<file path="src/sv/wspd_pkg.sv">
// shared types, register codes and a saturation helper for the wheel speed controller
package wspd_pkg;

   localparam int unsigned CSR_IDX_W = 4;

   localparam logic [CSR_IDX_W-1:0] CSR_ENABLE        = 4'd0;
   localparam logic [CSR_IDX_W-1:0] CSR_PROP_GAIN     = 4'd1;
   localparam logic [CSR_IDX_W-1:0] CSR_INTEGRAL_GAIN = 4'd2;
   localparam logic [CSR_IDX_W-1:0] CSR_DERIV_GAIN    = 4'd3;
   localparam logic [CSR_IDX_W-1:0] CSR_X_GAIN        = 4'd4;
   localparam logic [CSR_IDX_W-1:0] CSR_Y_GAIN        = 4'd5;
   localparam logic [CSR_IDX_W-1:0] CSR_TURN_GAIN     = 4'd6;
   localparam logic [CSR_IDX_W-1:0] CSR_DIST_PER_TICK = 4'd7;

   localparam logic CMD_SPEED = 1'b0;
   localparam logic CMD_TICK  = 1'b1;

   // drive limit is PWM_LIMIT in Q16.16
   localparam logic signed [63:0] PWM_LIMIT_Q    = 64'sd255 <<< 16;
   localparam logic signed [63:0] INTEGRAL_LIMIT = 64'sd16777216;
   localparam logic signed [31:0] STOP_BAND      = 32'sd655;

   localparam int unsigned MUL_A_W = 50;
   localparam int unsigned MUL_B_W = 33;
   localparam int unsigned MUL_P_W = MUL_A_W + MUL_B_W - 1;
   localparam int unsigned DIV_W   = 50;
   localparam int unsigned DIV_D_W = 16;

   typedef struct packed {
      logic               command;
      logic signed [15:0] x_request;
      logic signed [15:0] y_request;
      logic signed [15:0] turn_request;
      logic [31:0]        encoder_position;
      logic [15:0]        elapsed_ms;
   } wspd_req_type;

   typedef struct packed {
      logic [7:0]         duty;
      logic               forward;
      logic               backward;
      logic signed [31:0] distance;
      logic               is_stopped;
   } wspd_rsp_type;

   function automatic logic signed [31:0] sat32(input logic signed [63:0] v);
      logic signed [31:0] r;
      if (v > 64'sh0000_0000_7fff_ffff) begin
         r = 32'sh7fff_ffff;
      end else if (v < -64'sh0000_0000_8000_0000) begin
         r = -32'sh8000_0000;
      end else begin
         r = v[31:0];
      end
      return r;
   endfunction

endpackage

</file>
<file path="src/sv/wspd_mul.sv">
// bit-serial signed multiplier, one multiplier bit per cycle
module wspd_mul import wspd_pkg::*; (
   input  logic                       clock,
   input  logic                       reset,
   input  logic                       start,
   input  logic signed [MUL_A_W-1:0]  a,
   input  logic signed [MUL_B_W-1:0]  b,
   output logic                       done,
   output logic signed [MUL_P_W-1:0]  product
);

   localparam int unsigned STEPS = MUL_B_W - 1;
   localparam int unsigned CNT_W = $clog2(STEPS + 1);

   logic signed [MUL_A_W-1:0] a_ff, a_in;
   logic signed [MUL_A_W:0]   hi_ff, hi_in, sum;
   logic [STEPS-1:0]          lo_ff, lo_in;
   logic [CNT_W-1:0]          cnt_ff, cnt_in;
   logic                      busy_ff, busy_in, done_ff, done_in;
   logic [MUL_B_W-1:0]        b_neg;

   always_comb begin
      b_neg   = -b;
      sum     = lo_ff[0] ? hi_ff + {a_ff[MUL_A_W-1], a_ff} : hi_ff;
      a_in    = a_ff;
      hi_in   = hi_ff;
      lo_in   = lo_ff;
      cnt_in  = cnt_ff;
      busy_in = busy_ff;
      done_in = 1'b0;
      if (start) begin
         // negative multiplier: negate both sides
         a_in    = b[MUL_B_W-1] ? -a : a;
         lo_in   = b[MUL_B_W-1] ? b_neg[STEPS-1:0] : b[STEPS-1:0];
         hi_in   = '0;
         cnt_in  = CNT_W'(STEPS);
         busy_in = 1'b1;
      end else if (busy_ff) begin
         hi_in  = sum >>> 1;
         lo_in  = {sum[0], lo_ff[STEPS-1:1]};
         cnt_in = cnt_ff - 1'b1;
         if (cnt_ff == CNT_W'(1)) begin
            busy_in = 1'b0;
            done_in = 1'b1;
         end
      end
   end

   always_ff @(posedge clock) begin
      if (reset) begin
         busy_ff <= 1'b0;
         done_ff <= 1'b0;
         cnt_ff  <= '0;
      end else begin
         busy_ff <= busy_in;
         done_ff <= done_in;
         cnt_ff  <= cnt_in;
      end
      a_ff  <= a_in;
      hi_ff <= hi_in;
      lo_ff <= lo_in;
   end

   assign done    = done_ff;
   assign product = {hi_ff[MUL_A_W-1:0], lo_ff};

endmodule

</file>
<file path="src/sv/wspd_div.sv">
// bit-serial restoring divider, signed dividend, truncates toward zero
module wspd_div import wspd_pkg::*; (
   input  logic                     clock,
   input  logic                     reset,
   input  logic                     start,
   input  logic signed [DIV_W-1:0]  num,
   input  logic [DIV_D_W-1:0]       den,
   output logic                     done,
   output logic signed [DIV_W-1:0]  quotient
);

   localparam int unsigned CNT_W = $clog2(DIV_W + 1);

   logic [DIV_W-1:0]   q_ff, q_in;
   logic [DIV_D_W-1:0] rem_ff, rem_in, den_ff, den_in;
   logic [DIV_D_W:0]   trial;
   logic               neg_ff, neg_in;
   logic [CNT_W-1:0]   cnt_ff, cnt_in;
   logic               busy_ff, busy_in, done_ff, done_in;

   always_comb begin
      trial   = {rem_ff, q_ff[DIV_W-1]};
      q_in    = q_ff;
      rem_in  = rem_ff;
      den_in  = den_ff;
      neg_in  = neg_ff;
      cnt_in  = cnt_ff;
      busy_in = busy_ff;
      done_in = 1'b0;
      if (start) begin
         neg_in  = num[DIV_W-1];
         q_in    = num[DIV_W-1] ? -num : num;
         rem_in  = '0;
         den_in  = den;
         cnt_in  = CNT_W'(DIV_W);
         busy_in = 1'b1;
      end else if (busy_ff) begin
         if (trial >= {1'b0, den_ff}) begin
            rem_in = DIV_D_W'(trial - {1'b0, den_ff});
            q_in   = {q_ff[DIV_W-2:0], 1'b1};
         end else begin
            rem_in = trial[DIV_D_W-1:0];
            q_in   = {q_ff[DIV_W-2:0], 1'b0};
         end
         cnt_in = cnt_ff - 1'b1;
         if (cnt_ff == CNT_W'(1)) begin
            busy_in = 1'b0;
            done_in = 1'b1;
         end
      end
   end

   always_ff @(posedge clock) begin
      if (reset) begin
         busy_ff <= 1'b0;
         done_ff <= 1'b0;
         cnt_ff  <= '0;
      end else begin
         busy_ff <= busy_in;
         done_ff <= done_in;
         cnt_ff  <= cnt_in;
      end
      q_ff   <= q_in;
      rem_ff <= rem_in;
      den_ff <= den_in;
      neg_ff <= neg_in;
   end

   assign done     = done_ff;
   assign quotient = neg_ff ? -$signed(q_ff) : $signed(q_ff);

endmodule

</file>
<file path="src/sv/wheel_speed_pid_drive_core.sv">
// wheel speed controller top level: registers, sequencer and shared arithmetic units
//
// One wheel's PID speed controller in Q16.16. A speed request (command 0) mixes x, y and
// turn demands into the target speed and gives no result (it is ignored when disabled); a
// tick (command 1) gives one result: a brake when disabled or stopped, a drive otherwise.
// The work runs on two shared bit-serial units: a multiplier that takes one multiplier
// bit a cycle and a restoring divider that takes one quotient bit a cycle, used one after
// the other by the sequencer. One item is worked on at a time; a finished result waits in
// the output register while the next request is taken.
module wheel_speed_pid_drive_core import wspd_pkg::*; (
   input  logic                 clock,
   input  logic                 reset,
   input  logic                 req_valid,
   output logic                 req_ready,
   input  wspd_req_type         req_data,
   output logic                 rsp_valid,
   input  logic                 rsp_ready,
   output wspd_rsp_type         rsp_data,
   input  logic                 csr_valid,
   output logic                 csr_ready,
   input  logic [CSR_IDX_W-1:0] csr_index,
   input  logic [31:0]          csr_data
);

   typedef enum logic [3:0] {
      ST_IDLE, ST_MIX_X, ST_MIX_Y, ST_MIX_T, ST_DIST, ST_SPEED, ST_EMS,
      ST_IDIV, ST_DDIV, ST_PTERM, ST_ITERM, ST_DTERM, ST_OUT
   } state_type;

   state_type state_ff, state_in;

   logic               enable_ff, enable_in;
   logic [31:0]        kp_ff, kp_in, ki_ff, ki_in, kd_ff, kd_in, dpt_ff, dpt_in;
   logic signed [31:0] xg_ff, xg_in, yg_ff, yg_in, tg_ff, tg_in;

   logic signed [31:0] target_ff, target_in, isum_ff, isum_in, perr_ff, perr_in;
   logic [31:0]        ppos_ff, ppos_in;
   logic               stopped_ff, stopped_in;

   wspd_req_type       in_ff, in_in;
   logic [15:0]        ms_ff, ms_in;
   logic signed [49:0] acc_ff, acc_in, tmp_ff, tmp_in, integ_ff, integ_in;
   logic signed [49:0] deriv_ff, deriv_in;
   logic signed [31:0] dist_ff, dist_in, err_ff, err_in;
   logic signed [63:0] drive_ff, drive_in;
   wspd_rsp_type       res_ff, res_in, rsp_data_ff, rsp_data_in;
   logic               rsp_valid_ff, rsp_valid_in;
   logic               wait_ff, wait_in;

   logic                      mul_start, mul_done;
   logic signed [MUL_A_W-1:0] mul_a;
   logic signed [MUL_B_W-1:0] mul_b;
   logic signed [MUL_P_W-1:0] mul_p;
   logic                      div_start, div_done;
   logic signed [DIV_W-1:0]   div_num, div_q;
   logic [DIV_D_W-1:0]        div_den;

   function automatic logic signed [49:0] times1000(input logic signed [49:0] v);
      return (v <<< 10) - (v <<< 5) + (v <<< 3);
   endfunction

   wspd_mul u_mul (
      .clock   (clock),
      .reset   (reset),
      .start   (mul_start),
      .a       (mul_a),
      .b       (mul_b),
      .done    (mul_done),
      .product (mul_p)
   );

   wspd_div u_div (
      .clock    (clock),
      .reset    (reset),
      .start    (div_start),
      .num      (div_num),
      .den      (div_den),
      .done     (div_done),
      .quotient (div_q)
   );

   // operand selection for the shared units
   always_comb begin
      logic [31:0]        dx;
      logic signed [32:0] ediff;
      dx        = in_ff.encoder_position - ppos_ff;
      ediff     = {err_ff[31], err_ff} - {perr_ff[31], perr_ff};
      mul_a     = '0;
      mul_b     = '0;
      mul_start = 1'b0;
      div_num   = '0;
      div_den   = ms_ff;
      div_start = 1'b0;
      case (state_ff)
         ST_MIX_X: begin
            mul_a = MUL_A_W'(in_ff.x_request);
            mul_b = MUL_B_W'(xg_ff);
            mul_start = !wait_ff;
         end
         ST_MIX_Y: begin
            mul_a = MUL_A_W'(in_ff.y_request);
            mul_b = MUL_B_W'(yg_ff);
            mul_start = !wait_ff;
         end
         ST_MIX_T: begin
            mul_a = MUL_A_W'(in_ff.turn_request);
            mul_b = MUL_B_W'(tg_ff);
            mul_start = !wait_ff;
         end
         ST_DIST: begin
            mul_a = MUL_A_W'($signed(dx));
            mul_b = {1'b0, dpt_ff};
            mul_start = !wait_ff;
         end
         ST_SPEED: begin
            div_num = times1000(50'(dist_ff));
            div_start = !wait_ff;
         end
         ST_EMS: begin
            mul_a = MUL_A_W'(err_ff);
            mul_b = {17'd0, ms_ff};
            mul_start = !wait_ff;
         end
         ST_IDIV: begin
            div_num = tmp_ff;
            div_den = 16'd1000;
            div_start = !wait_ff;
         end
         ST_DDIV: begin
            div_num = times1000(50'(ediff));
            div_start = !wait_ff;
         end
         ST_PTERM: begin
            mul_a = MUL_A_W'(err_ff);
            mul_b = {1'b0, kp_ff};
            mul_start = !wait_ff;
         end
         ST_ITERM: begin
            mul_a = integ_ff;
            mul_b = {1'b0, ki_ff};
            mul_start = !wait_ff;
         end
         ST_DTERM: begin
            mul_a = deriv_ff;
            mul_b = {1'b0, kd_ff};
            mul_start = !wait_ff;
         end
         default: begin
         end
      endcase
   end

   always_comb begin
      logic signed [49:0] mix;
      logic signed [31:0] spd, dist_v, speed_v;
      logic signed [63:0] drv, mag, integ64;
      state_in     = state_ff;
      enable_in    = enable_ff;
      kp_in        = kp_ff;
      ki_in        = ki_ff;
      kd_in        = kd_ff;
      dpt_in       = dpt_ff;
      xg_in        = xg_ff;
      yg_in        = yg_ff;
      tg_in        = tg_ff;
      target_in    = target_ff;
      isum_in      = isum_ff;
      perr_in      = perr_ff;
      ppos_in      = ppos_ff;
      stopped_in   = stopped_ff;
      in_in        = in_ff;
      ms_in        = ms_ff;
      acc_in       = acc_ff;
      tmp_in       = tmp_ff;
      integ_in     = integ_ff;
      deriv_in     = deriv_ff;
      dist_in      = dist_ff;
      err_in       = err_ff;
      drive_in     = drive_ff;
      res_in       = res_ff;
      rsp_data_in  = rsp_data_ff;
      rsp_valid_in = rsp_valid_ff && !rsp_ready;
      wait_in      = (mul_start || div_start) ? 1'b1 :
                     (mul_done || div_done) ? 1'b0 : wait_ff;
      mix          = acc_ff + mul_p[49:0];
      spd          = sat32(64'(mix >>> 15));
      dist_v       = sat32(64'($signed(mul_p[63:12])));
      speed_v      = sat32(64'(div_q));
      drv          = drive_ff - mul_p[79:16];
      mag          = '0;
      integ64      = 64'(integ_ff);

      if (csr_valid) begin
         unique case (csr_index)
            CSR_ENABLE:        enable_in = csr_data[0];
            CSR_PROP_GAIN:     kp_in     = csr_data;
            CSR_INTEGRAL_GAIN: ki_in     = csr_data;
            CSR_DERIV_GAIN:    kd_in     = csr_data;
            CSR_X_GAIN:        xg_in     = csr_data;
            CSR_Y_GAIN:        yg_in     = csr_data;
            CSR_TURN_GAIN:     tg_in     = csr_data;
            CSR_DIST_PER_TICK: dpt_in    = csr_data;
            default: begin
            end
         endcase
      end

      unique case (state_ff)
         ST_IDLE: begin
            if (req_valid) begin
               in_in = req_data;
               ms_in = (req_data.elapsed_ms == 16'd0) ? 16'd1 : req_data.elapsed_ms;
               if (req_data.command == CMD_SPEED) begin
                  if (enable_ff) state_in = ST_MIX_X;
               end else if (!enable_ff) begin
                  res_in   = '{duty: 8'hff, forward: 1'b1, backward: 1'b1,
                               distance: 32'sd0, is_stopped: 1'b1};
                  state_in = ST_OUT;
               end else begin
                  state_in = ST_DIST;
               end
            end
         end
         ST_MIX_X: if (mul_done) begin
            acc_in   = mul_p[49:0];
            state_in = ST_MIX_Y;
         end
         ST_MIX_Y: if (mul_done) begin
            acc_in   = mix;
            state_in = ST_MIX_T;
         end
         ST_MIX_T: if (mul_done) begin
            // a sign change or a stop clears the pid terms
            if ((target_ff > 0) != (spd > 0)) begin
               isum_in = '0;
               perr_in = '0;
            end
            if (spd >= -STOP_BAND && spd <= STOP_BAND) begin
               isum_in    = '0;
               perr_in    = '0;
               target_in  = '0;
               stopped_in = 1'b1;
            end else begin
               stopped_in = 1'b0;
               target_in  = spd;
            end
            state_in = ST_IDLE;
         end
         ST_DIST: if (mul_done) begin
            dist_in = dist_v;
            ppos_in = in_ff.encoder_position;
            if (stopped_ff) begin
               res_in   = '{duty: 8'hff, forward: 1'b1, backward: 1'b1,
                            distance: dist_v, is_stopped: 1'b1};
               state_in = ST_OUT;
            end else begin
               state_in = ST_SPEED;
            end
         end
         ST_SPEED: if (div_done) begin
            err_in   = sat32(64'(target_ff) - 64'(speed_v));
            state_in = ST_EMS;
         end
         ST_EMS: if (mul_done) begin
            tmp_in   = mul_p[49:0];
            state_in = ST_IDIV;
         end
         ST_IDIV: if (div_done) begin
            integ_in = 50'(isum_ff) + div_q;
            state_in = ST_DDIV;
         end
         ST_DDIV: if (div_done) begin
            deriv_in = div_q;
            state_in = ST_PTERM;
         end
         ST_PTERM: if (mul_done) begin
            drive_in = mul_p[79:16];
            state_in = ST_ITERM;
         end
         ST_ITERM: if (mul_done) begin
            drive_in = drive_ff + mul_p[79:16];
            state_in = ST_DTERM;
         end
         ST_DTERM: if (mul_done) begin
            if (drv > PWM_LIMIT_Q) drv = PWM_LIMIT_Q;
            else if (drv < -PWM_LIMIT_Q) drv = -PWM_LIMIT_Q;
            mag = (drv > 0) ? drv : -drv;
            if (integ64 > INTEGRAL_LIMIT) isum_in = 32'(INTEGRAL_LIMIT);
            else if (integ64 < -INTEGRAL_LIMIT) isum_in = 32'(-INTEGRAL_LIMIT);
            else isum_in = integ_ff[31:0];
            perr_in  = err_ff;
            res_in   = '{duty: mag[23:16], forward: drv > 0, backward: !(drv > 0),
                         distance: dist_ff, is_stopped: 1'b0};
            state_in = ST_OUT;
         end
         ST_OUT: if (!rsp_valid_ff || rsp_ready) begin
            rsp_data_in  = res_ff;
            rsp_valid_in = 1'b1;
            state_in     = ST_IDLE;
         end
         default: state_in = ST_IDLE;
      endcase
   end

   always_ff @(posedge clock) begin
      if (reset) begin
         state_ff     <= ST_IDLE;
         enable_ff    <= 1'b0;
         kp_ff        <= '0;
         ki_ff        <= '0;
         kd_ff        <= '0;
         dpt_ff       <= '0;
         xg_ff        <= '0;
         yg_ff        <= '0;
         tg_ff        <= '0;
         target_ff    <= '0;
         isum_ff      <= '0;
         perr_ff      <= '0;
         ppos_ff      <= '0;
         stopped_ff   <= 1'b1;
         rsp_valid_ff <= 1'b0;
         wait_ff      <= 1'b0;
      end else begin
         state_ff     <= state_in;
         enable_ff    <= enable_in;
         kp_ff        <= kp_in;
         ki_ff        <= ki_in;
         kd_ff        <= kd_in;
         dpt_ff       <= dpt_in;
         xg_ff        <= xg_in;
         yg_ff        <= yg_in;
         tg_ff        <= tg_in;
         target_ff    <= target_in;
         isum_ff      <= isum_in;
         perr_ff      <= perr_in;
         ppos_ff      <= ppos_in;
         stopped_ff   <= stopped_in;
         rsp_valid_ff <= rsp_valid_in;
         wait_ff      <= wait_in;
      end
      in_ff       <= in_in;
      ms_ff       <= ms_in;
      acc_ff      <= acc_in;
      tmp_ff      <= tmp_in;
      integ_ff    <= integ_in;
      deriv_ff    <= deriv_in;
      dist_ff     <= dist_in;
      err_ff      <= err_in;
      drive_ff    <= drive_in;
      res_ff      <= res_in;
      rsp_data_ff <= rsp_data_in;
   end

   assign req_ready = (state_ff == ST_IDLE);
   assign csr_ready = 1'b1;
   assign rsp_valid = rsp_valid_ff;
   assign rsp_data  = rsp_data_ff;

   a_stop_brakes: assert property (@(posedge clock) disable iff (reset)
      rsp_valid && rsp_data.is_stopped |->
         rsp_data.forward && rsp_data.backward && rsp_data.duty == 8'hff)
      else $error("stopped result does not brake");

   a_run_one_leg: assert property (@(posedge clock) disable iff (reset)
      rsp_valid && !rsp_data.is_stopped |-> rsp_data.forward != rsp_data.backward)
      else $error("running result drives both or no legs");

   a_mul_owner: assert property (@(posedge clock) disable iff (reset)
      mul_done |-> state_ff == ST_MIX_X || state_ff == ST_MIX_Y || state_ff == ST_MIX_T ||
                   state_ff == ST_DIST || state_ff == ST_EMS || state_ff == ST_PTERM ||
                   state_ff == ST_ITERM || state_ff == ST_DTERM)
      else $error("multiplier finished outside a multiply step");

   a_integral_bound: assert property (@(posedge clock) disable iff (reset)
      64'(isum_ff) <= INTEGRAL_LIMIT && 64'(isum_ff) >= -INTEGRAL_LIMIT)
      else $error("integral outside its limit");

endmodule

</file>
<file path="config.mk">
export PLATFORM = sky130hd
export DESIGN_NAME = wheel_speed_pid_drive_core
export DESIGN_NICKNAME = d
export VERILOG_FILES = /design/src/sv/wspd_pkg.sv /design/src/sv/wspd_mul.sv /design/src/sv/wspd_div.sv /design/src/sv/wheel_speed_pid_drive_core.sv
export SDC_FILE = /design/constraint.sdc
export NUM_CORES = 2
export LEC_CHECK = 0
export BUFFER_PORTS_ARGS = -buffer_cell sky130_fd_sc_hd__buf_2
export CAP_MARGIN = 30
export CELL_PAD_IN_SITES_DETAIL_PLACEMENT = 2
export CELL_PAD_IN_SITES_GLOBAL_PLACEMENT = 2
export CORE_MARGIN = 2
export CORE_UTILIZATION = 44
export CTS_CLUSTER_SIZE = 16
export DETAILED_ROUTE_END_ITERATION = 8
export PLACE_DENSITY_LB_ADDON = 0.1
export SLEW_MARGIN = 25
export SYNTH_ARGS = -nofsm -noshare
export SYNTH_HDL_FRONTEND = slang
export SYNTH_SLANG_ARGS = --single-unit
export TNS_END_PERCENT = 10
</file>
<file path="constraint.sdc">
create_clock -name clock -period 15.7 [get_ports clock]
set_clock_uncertainty 0.1 [all_clocks]
set_input_delay 0.785 -clock clock [delete_from_list [all_inputs] [get_ports clock]]
set_output_delay 0.785 -clock clock [all_outputs]
set_load 0.02 [all_outputs]
</file>
==> results.tsv <==
metric	value	unit
outcome	finished clean	
coreArea	0.1714	mm2
synth_edf_count	659	
die_w	419.0	um
yosysTopAreaCell	edfxtp_1	
clkTransAtPathRegs	0.06	ns
worst_ir_drop_vdd	0.2146	mV
preCtsSetupSlack	6.070	ns
maxCapViolCount	0	
yosysUniqueCellTypes	123	
cp.required	16.11	ns
critPathLaunch	err_ff[1]	
syn-mean-instance-area	8.742	um2
synth_compound_area_share	23.27	%
area_growth	10.71	%
relSlewSlack	24.84	%
crit_fanout	8	
p_leak	32.07	nW
reg2reg_from	err_ff[1]	
tritoncts	yes	
min_path_type	in -> reg	
synth.top_cell.area_share	26.12	%
drt-initial-drc-count	5586	
wl_per_cell	29.86	um
ys_warn_count	0	
htreeDepth	4	
syn_inst	8667	
start_util	44.21	%
drc	0	
synth.area.mux_share	1.561	%
grt_max_degree	202	
cp_common_cell	o21ai_0	
grt-ovfl-total	0	
drive_gt1_share	8.499	%
hpwlAfterDp	243300	um
m1WireLength	132500	um
hold-path-cell-count	1	
numCtsBuffers	138	
ys.flop_type	edfxtp_1	
core.rowCount	152	
fp.dieH	419.0	um
nets	9398	
grt.total_usage	37.18	%
synthArstFlopShare	0	%
synthesis.nets	9367	
cp-end-kind	register	
rsz0062_at_grt	no	
max_freq	0.1027	GHz
fin_crit_sh	62.04	%
wl_met2	160500	um
viasPerCell	6.341	
cts.sinks	1101	
dr.pass1.iters	7	
antenna_found_initial	22	
layout_setup_ws	5.960	ns
maxSlewViolCount	0	
met3_length	18480	um
synth_xor_area_share	5.759	%
pin_count	184	
rr_worst_depth	32	
gp_congestion	0.9320	
finalHoldViolCount	0	
synth_simple_gate_area_share	16.64	%
clkLatencyLatePin	0.84	ns
drtAntennaViolNets	0	
finalCriticalPeriod	9.740	ns
start_kind	register	
ff2ff_setup_slack	5.96	ns
grt_pass1_wl	496000	um
ctsResizeCount	0	
finalSetupViolCount	0	
cts-root-buf	clkbuf_16	
yosysSeqAreaShare	37.80	%
cts_max_path_buffers	3	
synthTopCellsByArea	edfxtp_1 26%, dfxtp_1 12%, ha_1 8.3%, nand2_1 6.1%, a21oi_1 5.8%	
reg2reg_to	u_div.q_ff[44]	
slowest_delay	0.63	ns
place.port_buffers	182	
drt_wl_total	332500	um
crit_path_end	u_div.q_ff[44]	
tns	0	ns
postCtsSetupBuffers	0	
routed.top_layer	met5	
synth-adder-area-share	9.935	%
syn_area	0.07576	mm2
synth_top_family_by_area	compound AO/OA/AOI/OAI gates	
vias	70610	
die_area	0.1755	mm2
tightest_slew	1.116	ns
critPathSlowestCell	o31ai_1	
crit_type	reg -> reg	
yosys_register_bits	1101	
critPathArrivalTime	10.15	ns
power_density	191.4	mW/mm2
grt_pass1_vias	76960	
[registers in the layout, summed over array words and instances, names as in the netlist, 43 cells and up]
signal,count
in_ff,80
drive_ff,64
acc_ff,50
deriv_ff,50
integ_ff,50
tmp_ff,50
u_div.q_ff,50
u_mul.a_ff,50
u_mul.hi_ff,50
res_ff,43
rsp_data,43
[synthesized netlist by cell type, drive strengths merged, types with 30 or more instances]
master and count:
nand2 1240, a21oi 889, edfxtp 659, o21ai 600, inv 507, ha 500, nor2 475, dfxtp 442
clkbuf 351, xnor2 323, a21o 230, nand3 189, xor2 173, nor3 151, o31ai 124, buf 101
mux2i 99, a31oi 97, nor2b 97, o21bai 91, a22oi 85, a211oi 83, nand2b 81, nand4 79
and3 74, o21a 71, nor4 70, fa 62, or3 57, a222oi 50, or2 47, o211ai 44
and2 38, a21boi 31, a221oi 30
[cell families (layout without fill, tap and decap cells)]
logic type | Yosys count | in the layout
flops | 1101 | 1101
other cells | 1 | 13
simple gates | 2723 | 2723
xor+xnor | 496 | 496
compound gates | 2702 | 2702
buf+inv | 964 | 1110
mux | 115 | 115
fa+ha+maj | 565 | 565
[cell type report]
| cell class | count | area (um2) |
|---|---|---|
| clock inverters | 52 | 521.8 |
| clock buffers | 203 | 4061 |
| well taps | 2310 | 2890 |
| flip-flops and latches | 1101 | 28650 |
| fillers | 18510 | 87480 |
| inverters | 510 | 1916 |
| diodes | 12 | 30.03 |
| multi-input cells | 6602 | 43530 |
| repair buffers | 345 | 2280 |
[timing repair]
item | CTS | global route
endpoints found under the hold margin | 14 | 0
endpoints found under the setup margin | 0 | 0
hold buffers | 14 | 0
[worst max-delay path: cells and delay by family (launching register included)]
kind                       cells  cell delay [ns]
adders and majority gates      3             1.21
buffers and inverters          2             0.22
DFF                            1             0.46
and+or+nand+nor                5             1.31
muxes                          1             0.14
AOI/OAI and AO/OA             19             5.54
xor gates and xnor gates       2             0.40
[report_power, final]
group	switching [mW]	total [mW]	internal, mW
registers	0.468	4.36	3.89
clock network	1.44	3.31	1.88
logic	5.79	8.38	2.59
[cell usage in the layout, fill, tap and decap left out, types with 33 or more instances in the layout]
master and n:
a211oi_1 80, nand3_1 187, and3_1 70, buf_2 182, xnor2_1 323, a31oi_1 92
nor3_1 143, or3_1 57, or2_2 43, nor2b_1 96, o211ai_1 42, fa_1 62
nand2_1 1236, buf_4 139, a21oi_1 881, o21ai_0 579, o31ai_1 88, o21a_1 71
o31ai_4 33, edfxtp_1 659, dfxtp_1 437, nand2b_1 79, nor2_1 467, nand4_1 79
a222oi_1 50, and2_1 35, clkbuf_16 146, ha_1 500, clkbuf_1 37, a22oi_1 85
mux2i_1 99, o21bai_1 91, a21o_1 229, nor4_1 69, inv_1 505, xor2_1 172
[through the flow]
stage                     hold WS (ns)  instances  cell area, um2  util, %  power, mW
final                          0.03301      11140           83880    48.95      16.05
after global routing           0.02379      11120           83850    48.93      16.82
after CTS                    0.0003120      11120           83720    48.86      15.89
after detailed placement        0.3061      10850           78990    46.10      12.44
after global placement          0.3027      10850           78950    46.07      11.99
after floorplan                 0.3003       8667           75760        -      9.421
[worst min path at each step]
stage	startpoint	end
floorplan	res_ff[0]	rsp_data[0]
global placement	res_ff[34]	rsp_data[34]
detailed placement	res_ff[22]	rsp_data[22]
CTS	req_data[42]	in_ff[42]
global route	req_data[47]	in_ff[47]
finish	req_data[47]	in_ff[47]
[routing by layer]
| layer | global-route usage [%] | vias to the layer above |
|---|---|---|
| li1 | - | 31450 |
| met1 | 44.49 | 36160 |
| met2 | 63.44 | 2199 |
| met3 | 5.738 | 781 |
| met4 | 21.13 | 20 |
| met5 | 0 | - |
(Power assumes the default switching activity.)
